`config.mk`:
```
export PLATFORM = sky130hd
export DESIGN_NAME = task_ready_queue_manager
export DESIGN_NICKNAME = d
export VERILOG_FILES = /design/src/sv/tqm_pkg.sv /design/src/sv/task_ready_queue_manager.sv /design/src/sv/tqm_links.sv /design/src/sv/tqm_qtab.sv
export SDC_FILE = /design/constraint.sdc
export NUM_CORES = 1
export LEC_CHECK = 0
export ABC_AREA = 1
export BUFFER_PORTS_ARGS = -buffer_cell sky130_fd_sc_hd__buf_2
export CORE_ASPECT_RATIO = 1.25
export CORE_MARGIN = 3
export CORE_UTILIZATION = 68
export CTS_CLUSTER_DIAMETER = 150
export DETAILED_ROUTE_END_ITERATION = 16
export GPL_ROUTABILITY_DRIVEN = 0
export GPL_TIMING_DRIVEN = 0
export PLACE_DENSITY = 0.88
export SETUP_SLACK_MARGIN = 0.05
export SLEW_MARGIN = 20
export SYNTH_ARGS = -nofsm -noshare
export SYNTH_HDL_FRONTEND = slang
export SYNTH_HIERARCHICAL = 1
export SYNTH_SLANG_ARGS = --single-unit
```
`constraint.sdc`:
```
create_clock -name clock -period 11.51 [get_ports clock]
set_input_delay 2.302 -clock clock [delete_from_list [all_inputs] [get_ports clock]]
set_output_delay 2.302 -clock clock [all_outputs]
set_load 0.05 [all_outputs]
```
`src/sv/tqm_pkg.sv`:
```
`timescale 1ns / 1ps
// ----------------------------------------------------------------------------
// tqm_pkg
// Shared types and constants of the task ready queue manager.
// ----------------------------------------------------------------------------
package tqm_pkg;

   localparam int NUM_TASKS  = 16;
   localparam int NUM_QUEUES = 8;

   // index widths of the stores
   localparam int TASK_W  = $clog2(NUM_TASKS);
   localparam int QUEUE_W = $clog2(NUM_QUEUES);

   // field widths of the request and the response
   localparam int OP_W    = 3;
   localparam int QID_W   = 3;
   localparam int TID_W   = 4;
   localparam int COUNT_W = 5;

   localparam logic [OP_W-1:0] OP_ADD_TAIL = 3'd0;
   localparam logic [OP_W-1:0] OP_ADD_HEAD = 3'd1;
   localparam logic [OP_W-1:0] OP_INSERT   = 3'd2;
   localparam logic [OP_W-1:0] OP_REMOVE   = 3'd3;
   localparam logic [OP_W-1:0] OP_ROTATE   = 3'd4;

   localparam logic STATUS_DONE   = 1'b0;
   localparam logic STATUS_REJECT = 1'b1;

   typedef struct packed {
      logic [OP_W-1:0]  op;
      logic [QID_W-1:0] queue_id;
      logic [TID_W-1:0] task_id;
      logic [TID_W-1:0] ref_task;
   } req_type;

   typedef struct packed {
      logic               status;
      logic [QID_W-1:0]   affected_queue;
      logic [TID_W-1:0]   head_task;
      logic [COUNT_W-1:0] task_count;
   } rsp_type;

   // one write into a link store (next or prev)
   typedef struct packed {
      logic              en;
      logic [TASK_W-1:0] addr;
      logic [TASK_W-1:0] data;
   } link_wr_type;

   // one write into the owner store
   typedef struct packed {
      logic               en;
      logic [TASK_W-1:0]  addr;
      logic [QUEUE_W-1:0] data;
   } own_wr_type;

   // update of the per-queue table and the membership bits
   typedef struct packed {
      logic               cnt_en;
      logic [QUEUE_W-1:0] queue;
      logic [COUNT_W-1:0] count;
      logic               head_en;
      logic [TASK_W-1:0]  head;
      logic               vld_set;
      logic               vld_clr;
      logic [TASK_W-1:0]  vld_task;
   } qtab_upd_type;

endpackage

```
`src/sv/task_ready_queue_manager.sv`:
```
`timescale 1ns / 1ps
// ----------------------------------------------------------------------------
// task_ready_queue_manager
// Circular doubly linked task queues: add, insert, remove and rotate.
// ----------------------------------------------------------------------------
// Once start is taken, busy stays high through the read of the link stores,
// the update and the second link write; the registered response strobe
// follows the second link write, when busy is already low again, so a new
// request may be started in the same cycle as the previous response.
// The second link write is needed because each link store has a single write
// port, which cannot relink both neighbors of a task at once. rsp_strobe is
// high for one cycle only and the receiver cannot stall; a request that finds
// the membership wrong is answered with status reject and changes nothing.
// ----------------------------------------------------------------------------
module task_ready_queue_manager (
   input  logic             clock,
   input  logic             reset,
   input  logic             start,
   output logic             busy,
   input  tqm_pkg::req_type req_data,
   output logic             rsp_strobe,
   output tqm_pkg::rsp_type rsp_data
);
   import tqm_pkg::*;

   localparam logic [1:0] S_IDLE = 2'd0;
   localparam logic [1:0] S_READ = 2'd1;
   localparam logic [1:0] S_EXEC = 2'd2;
   localparam logic [1:0] S_WR2  = 2'd3;

   logic [1:0]         state_ff, state_in;
   req_type            req_ff;
   logic               ok_ff, ok_in;
   logic [QID_W-1:0]   aq_ff, aq_in;
   link_wr_type        nxt_w2_ff, nxt_w2_in;
   link_wr_type        prv_w2_ff, prv_w2_in;
   logic               rsp_strobe_ff;
   rsp_type            rsp_ff, rsp_in;

   logic [TASK_W-1:0]  rd_addr;
   link_wr_type        next_wr, prev_wr, exe_next_wr, exe_prev_wr;
   own_wr_type         own_wr;
   logic [TASK_W-1:0]  next_rd, prev_rd;
   logic [QUEUE_W-1:0] own_rd;

   logic [QUEUE_W-1:0] qt_queue;
   qtab_upd_type       upd;
   logic [TASK_W-1:0]  head_rd;
   logic [COUNT_W-1:0] count_rd;
   logic               vld_t, vld_r;

   logic [TASK_W-1:0]  t_idx, r_idx;
   logic [QUEUE_W-1:0] qid_idx;
   logic               task_in, ref_in, qid_in;
   logic [COUNT_W-1:0] newc;

   assign t_idx   = req_ff.task_id[TASK_W-1:0];
   assign r_idx   = req_ff.ref_task[TASK_W-1:0];
   assign qid_idx = req_ff.queue_id[QUEUE_W-1:0];
   assign task_in = int'(req_ff.task_id) < NUM_TASKS;
   assign ref_in  = int'(req_ff.ref_task) < NUM_TASKS;
   assign qid_in  = int'(req_ff.queue_id) < NUM_QUEUES;
   assign newc    = (count_rd != '0) ? count_rd - COUNT_W'(1) : '0;

   tqm_links u_links (
      .clock   (clock),
      .rd_addr (rd_addr),
      .next_wr (next_wr),
      .prev_wr (prev_wr),
      .own_wr  (own_wr),
      .next_rd (next_rd),
      .prev_rd (prev_rd),
      .own_rd  (own_rd)
   );

   tqm_qtab u_qtab (
      .clock      (clock),
      .reset      (reset),
      .rd_queue   (qt_queue),
      .vld_a_task (t_idx),
      .vld_b_task (r_idx),
      .upd        (upd),
      .head_rd    (head_rd),
      .count_rd   (count_rd),
      .vld_a      (vld_t),
      .vld_b      (vld_r)
   );

   // link store read address: queue head for add and rotate
   always_comb begin
      case (req_ff.op)
         OP_INSERT: rd_addr = r_idx;
         OP_REMOVE: rd_addr = t_idx;
         default:   rd_addr = head_rd;
      endcase
   end

   // queue table read address follows the step
   always_comb begin
      case (state_ff)
         S_READ:  qt_queue = qid_idx;
         S_EXEC: begin
            if (req_ff.op == OP_INSERT || req_ff.op == OP_REMOVE) begin
               qt_queue = own_rd;
            end else begin
               qt_queue = qid_idx;
            end
         end
         default: qt_queue = aq_ff[QUEUE_W-1:0];
      endcase
   end

   // update step: checks, first link writes and table update
   always_comb begin
      ok_in       = ok_ff;
      aq_in       = aq_ff;
      nxt_w2_in   = nxt_w2_ff;
      prv_w2_in   = prv_w2_ff;
      exe_next_wr = '0;
      exe_prev_wr = '0;
      own_wr      = '0;
      upd         = '0;
      if (state_ff == S_EXEC) begin
         ok_in     = 1'b0;
         aq_in     = req_ff.queue_id;
         nxt_w2_in = '0;
         prv_w2_in = '0;
         case (req_ff.op)
            OP_ADD_TAIL, OP_ADD_HEAD: begin
               if (qid_in && task_in && !vld_t) begin
                  ok_in       = 1'b1;
                  own_wr      = '{en: 1'b1, addr: t_idx, data: qid_idx};
                  upd.cnt_en  = 1'b1;
                  upd.queue   = qid_idx;
                  upd.count   = count_rd + COUNT_W'(1);
                  upd.vld_set = 1'b1;
                  upd.vld_task = t_idx;
                  upd.head    = t_idx;
                  upd.head_en = (req_ff.op == OP_ADD_HEAD) || (count_rd == '0);
                  if (count_rd == '0) begin
                     exe_next_wr = '{en: 1'b1, addr: t_idx, data: t_idx};
                     exe_prev_wr = '{en: 1'b1, addr: t_idx, data: t_idx};
                  end else begin
                     // prev_rd is the old tail
                     exe_next_wr = '{en: 1'b1, addr: t_idx, data: head_rd};
                     exe_prev_wr = '{en: 1'b1, addr: t_idx, data: prev_rd};
                     prv_w2_in   = '{en: 1'b1, addr: head_rd, data: t_idx};
                     nxt_w2_in   = '{en: 1'b1, addr: prev_rd, data: t_idx};
                  end
               end
            end
            OP_INSERT: begin
               if (ref_in && vld_r) begin
                  aq_in = QID_W'(own_rd);
                  if (task_in && !vld_t) begin
                     ok_in        = 1'b1;
                     own_wr       = '{en: 1'b1, addr: t_idx, data: own_rd};
                     upd.cnt_en   = 1'b1;
                     upd.queue    = own_rd;
                     upd.count    = count_rd + COUNT_W'(1);
                     upd.vld_set  = 1'b1;
                     upd.vld_task = t_idx;
                     exe_next_wr  = '{en: 1'b1, addr: t_idx, data: next_rd};
                     exe_prev_wr  = '{en: 1'b1, addr: t_idx, data: r_idx};
                     prv_w2_in    = '{en: 1'b1, addr: next_rd, data: t_idx};
                     nxt_w2_in    = '{en: 1'b1, addr: r_idx, data: t_idx};
                  end
               end
            end
            OP_REMOVE: begin
               if (task_in && vld_t) begin
                  ok_in        = 1'b1;
                  aq_in        = QID_W'(own_rd);
                  upd.cnt_en   = 1'b1;
                  upd.queue    = own_rd;
                  upd.count    = newc;
                  upd.vld_clr  = 1'b1;
                  upd.vld_task = t_idx;
                  upd.head     = next_rd;
                  if (newc != '0) begin
                     exe_prev_wr = '{en: 1'b1, addr: next_rd, data: prev_rd};
                     exe_next_wr = '{en: 1'b1, addr: prev_rd, data: next_rd};
                     upd.head_en = (head_rd == t_idx);
                  end
               end
            end
            OP_ROTATE: begin
               if (qid_in) begin
                  ok_in       = 1'b1;
                  upd.queue   = qid_idx;
                  upd.head    = next_rd;
                  upd.head_en = (count_rd != '0);
               end
            end
            default: begin
               ok_in = 1'b0;
            end
         endcase
      end
   end

   assign next_wr = (state_ff == S_WR2) ? nxt_w2_ff : exe_next_wr;
   assign prev_wr = (state_ff == S_WR2) ? prv_w2_ff : exe_prev_wr;

   // response from the table, already updated by the previous step
   always_comb begin
      rsp_in.status         = ok_ff ? STATUS_DONE : STATUS_REJECT;
      rsp_in.affected_queue = aq_ff;
      if (int'(aq_ff) < NUM_QUEUES && count_rd != '0) begin
         rsp_in.head_task  = TID_W'(head_rd);
         rsp_in.task_count = count_rd;
      end else begin
         rsp_in.head_task  = '0;
         rsp_in.task_count = '0;
      end
   end

   always_comb begin
      case (state_ff)
         S_IDLE:  state_in = start ? S_READ : S_IDLE;
         S_READ:  state_in = S_EXEC;
         S_EXEC:  state_in = S_WR2;
         default: state_in = S_IDLE;
      endcase
   end

   always_ff @(posedge clock) begin
      if (reset) begin
         state_ff      <= S_IDLE;
         rsp_strobe_ff <= 1'b0;
         ok_ff         <= 1'b0;
      end else begin
         state_ff      <= state_in;
         rsp_strobe_ff <= (state_ff == S_WR2);
         ok_ff         <= ok_in;
      end
   end

   always_ff @(posedge clock) begin
      if (state_ff == S_IDLE && start) begin
         req_ff <= req_data;
      end
      aq_ff     <= aq_in;
      nxt_w2_ff <= nxt_w2_in;
      prv_w2_ff <= prv_w2_in;
      if (state_ff == S_WR2) begin
         rsp_ff <= rsp_in;
      end
   end

   assign busy       = (state_ff != S_IDLE);
   assign rsp_strobe = rsp_strobe_ff;
   assign rsp_data   = rsp_ff;

   a_strobe_after_wr2: assert property (@(posedge clock) disable iff (reset)
      rsp_strobe |-> $past(state_ff) == S_WR2)
      else $error("response strobe without a finished request");

   a_read_after_start: assert property (@(posedge clock) disable iff (reset)
      state_ff == S_READ |-> $past(start) && $past(state_ff) == S_IDLE)
      else $error("request started without a start");

   a_count_bound: assert property (@(posedge clock) disable iff (reset)
      rsp_strobe |-> int'(rsp_data.task_count) <= NUM_TASKS)
      else $error("queue count beyond the number of tasks");

   a_empty_head: assert property (@(posedge clock) disable iff (reset)
      rsp_strobe && rsp_data.task_count == '0 |-> rsp_data.head_task == '0)
      else $error("empty queue reports a head task");

endmodule

```
`src/sv/tqm_links.sv`:
```
`timescale 1ns / 1ps
// ----------------------------------------------------------------------------
// tqm_links
// Per-task link stores: next link, previous link and owner queue, each a
// memory with one write and one registered read per cycle.
// ----------------------------------------------------------------------------
module tqm_links (
   input  logic                        clock,
   input  logic [tqm_pkg::TASK_W-1:0]  rd_addr,
   input  tqm_pkg::link_wr_type        next_wr,
   input  tqm_pkg::link_wr_type        prev_wr,
   input  tqm_pkg::own_wr_type         own_wr,
   output logic [tqm_pkg::TASK_W-1:0]  next_rd,
   output logic [tqm_pkg::TASK_W-1:0]  prev_rd,
   output logic [tqm_pkg::QUEUE_W-1:0] own_rd
);
   import tqm_pkg::*;

   logic [TASK_W-1:0]  next_mem [NUM_TASKS];
   logic [TASK_W-1:0]  prev_mem [NUM_TASKS];
   logic [QUEUE_W-1:0] own_mem  [NUM_TASKS];

   logic [TASK_W-1:0]  next_rd_ff;
   logic [TASK_W-1:0]  prev_rd_ff;
   logic [QUEUE_W-1:0] own_rd_ff;

   always_ff @(posedge clock) begin
      if (next_wr.en) begin
         next_mem[next_wr.addr] <= next_wr.data;
      end
      if (prev_wr.en) begin
         prev_mem[prev_wr.addr] <= prev_wr.data;
      end
      if (own_wr.en) begin
         own_mem[own_wr.addr] <= own_wr.data;
      end
      next_rd_ff <= next_mem[rd_addr];
      prev_rd_ff <= prev_mem[rd_addr];
      own_rd_ff  <= own_mem[rd_addr];
   end

   assign next_rd = next_rd_ff;
   assign prev_rd = prev_rd_ff;
   assign own_rd  = own_rd_ff;

endmodule

```
`src/sv/tqm_qtab.sv`:
```
`timescale 1ns / 1ps
// ----------------------------------------------------------------------------
// tqm_qtab
// Per-queue head and count table plus the per-task membership bits.
// ----------------------------------------------------------------------------
module tqm_qtab (
   input  logic                        clock,
   input  logic                        reset,
   input  logic [tqm_pkg::QUEUE_W-1:0] rd_queue,
   input  logic [tqm_pkg::TASK_W-1:0]  vld_a_task,
   input  logic [tqm_pkg::TASK_W-1:0]  vld_b_task,
   input  tqm_pkg::qtab_upd_type       upd,
   output logic [tqm_pkg::TASK_W-1:0]  head_rd,
   output logic [tqm_pkg::COUNT_W-1:0] count_rd,
   output logic                        vld_a,
   output logic                        vld_b
);
   import tqm_pkg::*;

   logic [TASK_W-1:0]  head_ff  [NUM_QUEUES];
   logic [COUNT_W-1:0] count_ff [NUM_QUEUES];
   logic [NUM_TASKS-1:0] vld_ff;

   always_ff @(posedge clock) begin
      if (reset) begin
         for (int i = 0; i < NUM_QUEUES; i++) begin
            count_ff[i] <= '0;
            head_ff[i]  <= '0;
         end
         vld_ff <= '0;
      end else begin
         if (upd.cnt_en) begin
            count_ff[upd.queue] <= upd.count;
         end
         if (upd.head_en) begin
            head_ff[upd.queue] <= upd.head;
         end
         if (upd.vld_set) begin
            vld_ff[upd.vld_task] <= 1'b1;
         end else if (upd.vld_clr) begin
            vld_ff[upd.vld_task] <= 1'b0;
         end
      end
   end

   assign head_rd  = head_ff[rd_queue];
   assign count_rd = count_ff[rd_queue];
   assign vld_a    = vld_ff[vld_a_task];
   assign vld_b    = vld_ff[vld_b_task];

endmodule
```
==> run metrics, run 1 <==
run status=finished, final reports clean; IO Pins=32; Die ar.=0.02433 mm²; TritonCTS clock tree=done; antenna violations before repair=0; Mapped Nets=1723; clk_lat worst skew=0.55 ns; worst min path class=flop to flop; post_cts resized=0; clk root buf=clkbuf_16; Async SR Flop Fraction=0%; Leakage=0.007074 µW; Routed WL=38860 µm; WHS Path Cells=1; post-DR wirelength/cell=18.85 µm; share of the synthesized area in the top cell type=57.15%; drt via density=5.915; startpoint types=flop; hold-fix buffers at CTS=0; Yosys warnings=6; WP data required=11.71 ns; fmax=173.3 MHz; largest net degree at the start of global routing=24; RSZ-0062 raised after global routing=no; CTS H-tree depth=1; Crit path arrival time=5.97 ns; Area contributors post-synth=edfxtp_1 (57%), nand2_1 (12%), inv_1 (5.7%); worst-margin pin slew=1.032 ns; Non-Filler Cell Area, Final=0.01677 mm²; grt met3 use=5.905%; DIE HEIGHT=173.7 µm; Yosys cell types=33; Critical Path Source=state_ff[0]; area delta synth->final=9.673%; critical path class=flop to flop; first-pass GRT wire length=61040 µm; total grt overflow=0; Max Clock Skew=0.01296 ns; reg-to-reg endpoint=u_links/prev_mem[6][3]; worst reg-to-reg setup slack=5.74 ns; Core Util, Final=76.76%; Rel. slew slack=30.95%; fillers=1367; clock slew at reported path FFs=0.07 ns; CTS Buf Count=29; max_cap viols=0; CP Capture Type=flop; Syn Area/Cell=8.999 µm²; flip-flop and latch count after synthesis=322; most common cell after layout, fill and taps aside=nand2_1; pwr/cell area=228.2 mW/mm²; worst vdd ir=0.0002018 V; Hold Path Sink=rsp_data[12]; Die Wd=140.1 µm; max-slew violation total from the final report=0; Synth area leader=edfxtp_1; min-delay src=ok_ff; ant diodes=0; drt pass-1 iters=8; ANT nets after route=0; GR Util met2=54.65%; crit path max fanout=23; most frequent cells in the layout=nand2_1 (487), edfxtp_1 (291), inv_1 (234); DR vias=12.20k; DRT iter0 DRCs=1617; Final Hold Fails=0; Post-CTS Setup Bufs=0; layout cells sized above 1=8.525%; Rows=60; fin crit period=5.771 ns; Longest Clk Path Bufs=3; r2r startpoint=state_ff[0]; most used flip-flop cell after synthesis=edfxtp_1; vias in the first global route=12.17k; Final period util=50.14%; Syn Inst Count=1699; Initial Utilization=69.99%; CTS Sinks=322; Tot GR Track Use=31.76%; Layout Nets=1785; gr busiest metal=met2; IO buf count=31; cell count after placement=2009; worst-case reg-to-reg path depth=27; dpl cell area=0.01579 mm²; Seq/Total Area, Yosys=61.21%; core box area=0.02185 mm²; fin cells=2062; DP HPWL=27320 µm; endpoints failing setup=0; met1 GRT Util=36.14%; DRC Markers=0; Mapped Area=0.01529 mm²; sum of negative setup slack=0 ns; Post-synth EDFFs=291
state kept, by name, summed over array words and instances (netlist names), named ones only:
register	cells
u_links/next_mem	64
u_links/prev_mem	64
u_links/own_mem	48
u_qtab/count_ff	40
u_qtab/head_ff	32
rsp_data	13
nxt_w2_ff	9
prv_w2_ff	4
r_idx	4
t_idx	4
u_links/next_rd	4
u_links/prev_rd	4
aq_ff	3
qid_idx	3
req_ff	3
u_links/own_rd	3
state_ff	2
ok_ff	1
rsp_strobe	1
stage by stage:
stage,power [µW],worst slack (ns),hold WS [ns]
finish,3827,5.739,0.4671
global route,3980,5.364,0.4871
CTS,3771,5.889,0.4630
detailed placement,2796,5.922,0.4462
global placement,2750,6.138,0.4410
floorplan,2349,7.291,0.4272
cells by family after synthesis:
logic type                 after synthesis  share of synthesized area, %
and+or+nand+nor                        915                         24.61
DFF                                    322                         61.21
buffers and inverters                  311                         8.339
AOI/OAI and AO/OA                      138                         4.926
adders and majority gates                7                        0.5728
xor gates and xnor gates                 6                        0.3437
Yosys cell counts, types with 2 or more instances:
library cell and count:
a211oi_1 2, a21oi_1 30, buf_1 2, buf_2 32, buf_4 5, buf_6 6, clkbuf_1 14, dfxtp_1 31
edfxtp_1 291, ha_1 7, inv_1 234, inv_2 15, nand2_1 487, nand2_2 2, nand3_1 175, nand4_1 16
nor2_1 222, nor2_2 4, nor2_4 4, nor3_1 2, o21ai_0 56, o21ai_1 20, o221ai_1 7, o22ai_1 21
xor2_1 6
where the power goes:
part           total, µW  switching (µW)  internal (µW)
clock                976             418            558
sequential          1390            37.7           1350
combinational       1470            1050            412
worst max path at each step:
stage | to | cells after the start
2_1_floorplan | u_qtab/head_ff[4][0] | 25
3_3_place_gp | u_links/next_mem[6][3] | 27
3_5_place_dp | u_links/prev_mem[6][3] | 27
4_1_cts | u_links/prev_mem[7][2] | 27
5_1_grt | u_links/prev_mem[7][2] | 27
6_report | u_links/prev_mem[6][3] | 27
routing by layer:
layer | wire [µm] | up-vias
met3 | 3913 | 222
met4 | 3026 | 0
li1 | - | 5648
met2 | 18980 | 865
met5 | 0 | -
met1 | 12930 | 5462
cell type report:
cell class | instances | area, µm² | share of cell area (%)
Buffer | 60 | 330.3 | 1.970
Clock buffer | 37 | 795.8 | 4.746
Clock inverter | 16 | 178.9 | 1.067
Inverter | 251 | 944.7 | 5.633
Multi-Input combinational cell | 1066 | 4656 | 27.76
Sequential cell | 322 | 9359 | 55.81
Tap cell | 279 | 349.1 | 2.082
Timing Repair Buffer | 31 | 155.1 | 0.9252
critical path, stage by stage, from the launching register on:
cell and delay (ns):
dfxtp_1 0.35, inv_1 0.10, ha_1 0.82, inv_2 0.29, a21oi_1 0.21, o21ai_0 0.11
a21oi_1 0.17, buf_2 0.25, inv_2 0.12, buf_2 0.20, o21ai_0 0.09, o22ai_1 0.11
nand2_1 0.07, nand2_1 0.14, inv_1 0.19, ha_1 0.18, nand2_1 0.09, nor2_4 0.30
nor2_2 0.12, nand2_1 0.12, nand3_2 0.24, nand2_1 0.16, nand2_1 0.06, nand2_1 0.06
nand2_1 0.12, inv_1 0.11, nand3_1 0.21, nor2_1 0.42
No activity file was read; power rests on OpenSTA's default activity.
==> inputs of run 2 (changes only) <==
CORE_UTILIZATION = 63   (was 68)
PLACE_DENSITY = 0.83   (was 0.88)
clock period = 5.9 ns   (was 11.51 ns; I/O delays follow)
==> run metrics, run 2 (synthesized netlist as in run 1, its figures left out) <==
WHS Path Cells=2; worst min path class=flop to flop; Max Clock Skew=0.01784 ns; clk root buf=clkbuf_16; hold-fix buffers at CTS=0; DRT iter0 DRCs=1602; reg-to-reg endpoint=u_links/next_mem[14][0]; CP Capture Type=flop; Largest regs=u_links/next_mem: 64 flops, u_links/prev_mem: 64 flops, u_links/own_mem: 48 flops; antenna violations before repair=0; core box area=0.02381 mm²; layout cells sized above 1=8.623%; clk_lat worst skew=0.55 ns; IO buf count=31; DRC Markers=0; Rows=63; Core Util, Final=70.91%; TritonCTS clock tree=done; Longest Clk Path Bufs=3; pwr/cell area=445.0 mW/mm²; max_cap viols=0; startpoint types=flop; Post-CTS Setup Bufs=0; ant diodes=0; fmax=190.0 MHz; clock slew at reported path FFs=0.06 ns; dpl cell area=0.01585 mm²; Initial Utilization=64.23%; crit path max fanout=23; endpoints failing setup=0; worst reg-to-reg setup slack=0.64 ns; worst-case reg-to-reg path depth=26; most frequent cells in the layout=nand2_1 (487), edfxtp_1 (291), inv_1 (234); Final Hold Fails=0; most frequent CP cell=nand2_1; ANT nets after route=0; Leakage=0.007118 µW; total grt overflow=0; Critical Path Source=state_ff[1]; sum of negative setup slack=0 ns; DR vias=12.08k; r2r startpoint=state_ff[1]; WP data required=6.11 ns; fin crit period=5.263 ns; Layout Nets=1786; drt pass-1 iters=6; IO Pins=32; Crit path arrival time=5.47 ns; Rel. slew slack=28.56%; Non-Filler Cell Area, Final=0.01688 mm²; CTS Buf Count=30; CTS H-tree depth=1; vias in the first global route=11.91k; Routed WL=39140 µm; Tot GR Track Use=29.37%; post-DR wirelength/cell=18.54 µm; RSZ-0062 raised after global routing=no; worst vdd ir=0.0003879 V; CTS Sinks=322; most common cell after layout, fill and taps aside=nand2_1; worst-margin pin slew=1.068 ns; largest net degree at the start of global routing=24; area delta synth->final=10.40%; first-pass GRT wire length=61190 µm; Die ar.=0.02619 mm²; DIE HEIGHT=180.2 µm; Die Wd=145.3 µm; Pwr Total=7512 µW; Slowest cell on crit path=ha_2; max incr delay on CP=0.58 ns; drt via density=5.723; Final period util=89.21%; run status=finished, final reports clean; DP HPWL=27390 µm; critical path class=flop to flop; max-slew violation total from the final report=0
## run 2: changes by cell type in the layout (fill, tap and decap cells not counted)
cell / before / now
bufinv_16: 3 / 4
clkbuf_1: 18 / 19
clkbuf_16: 29 / 31
clkbuf_8: 4 / 3
clkinv_1: 2 / 3
clkinv_2: 3 / 8
clkinv_4: 1 / 0
clkinvlp_4: 7 / 3
ha_1: 7 / 6
ha_2: 0 / 1
inv_6: 1 / 0
## run 2: timing repair
action	in CTS	in global routing
endpoints found under the hold margin	0	0
setup endpoints to repair	0	149
resized for setup	0	1
## run 2: per-layer routing
| layer | GRT usage (%) | wire length, µm | vias up |
|---|---|---|---|
| met4 | 16.91 | 2494 | 0 |
| met3 | 3.698 | 3171 | 177 |
| met2 | 51.80 | 19560 | 714 |
| met1 | 34.70 | 13920 | 5540 |
| li1 | - | - | 5650 |
| met5 | 0 | 0 | - |
## run 2: critical path: cells and delay by family, from the launching register on
family          cells  cell delay, ns
compound gates      6            0.69
fa+ha+maj           2            0.76
buf+inv             6            1.05
flops               1            0.42
simple gates       12            1.99
## run 2: worst max-delay path by stage
stage	to	slack (ns)	cells after the start
floorplan	u_qtab/head_ff[4][0]	1.68	25
global placement	u_qtab/head_ff[4][0]	0.60	25
CTS	u_links/next_mem[2][3]	0.37	27
finish	u_links/next_mem[14][0]	0.64	26
global route	u_qtab/head_ff[4][3]	0.25	24
detailed placement	u_qtab/head_ff[4][2]	0.44	25
## run 2: area by class of cell
type | count | area, µm²
Tap cell | 325 | 406.6
Clock buffer | 39 | 835.8
Buffer | 60 | 330.3
Timing Repair Buffer | 31 | 155.1
Sequential cell | 322 | 9359
Multi-Input combinational cell | 1066 | 4658
Clock inverter | 17 | 190.2
Fill cell | 1718 | 6925
Inverter | 251 | 944.7
## run 2: where the power goes
part	switching, µW	total [µW]	internal, µW
clock	808	1980	1170
sequential	85.0	2710	2630
combinational	2020	2820	804
total	2910	7510	4600
## run 2: per-stage QoR
step                      setup slack, ns  std cells  hold WS (ns)
after CTS                          0.3732       2111        0.4801
after global placement             0.6002       2055        0.4644
after detailed placement           0.4422       2055        0.4686
after global routing               0.2486       2111        0.5090
after floorplan                     1.681       1699        0.4272
final                              0.6367       2111        0.4809
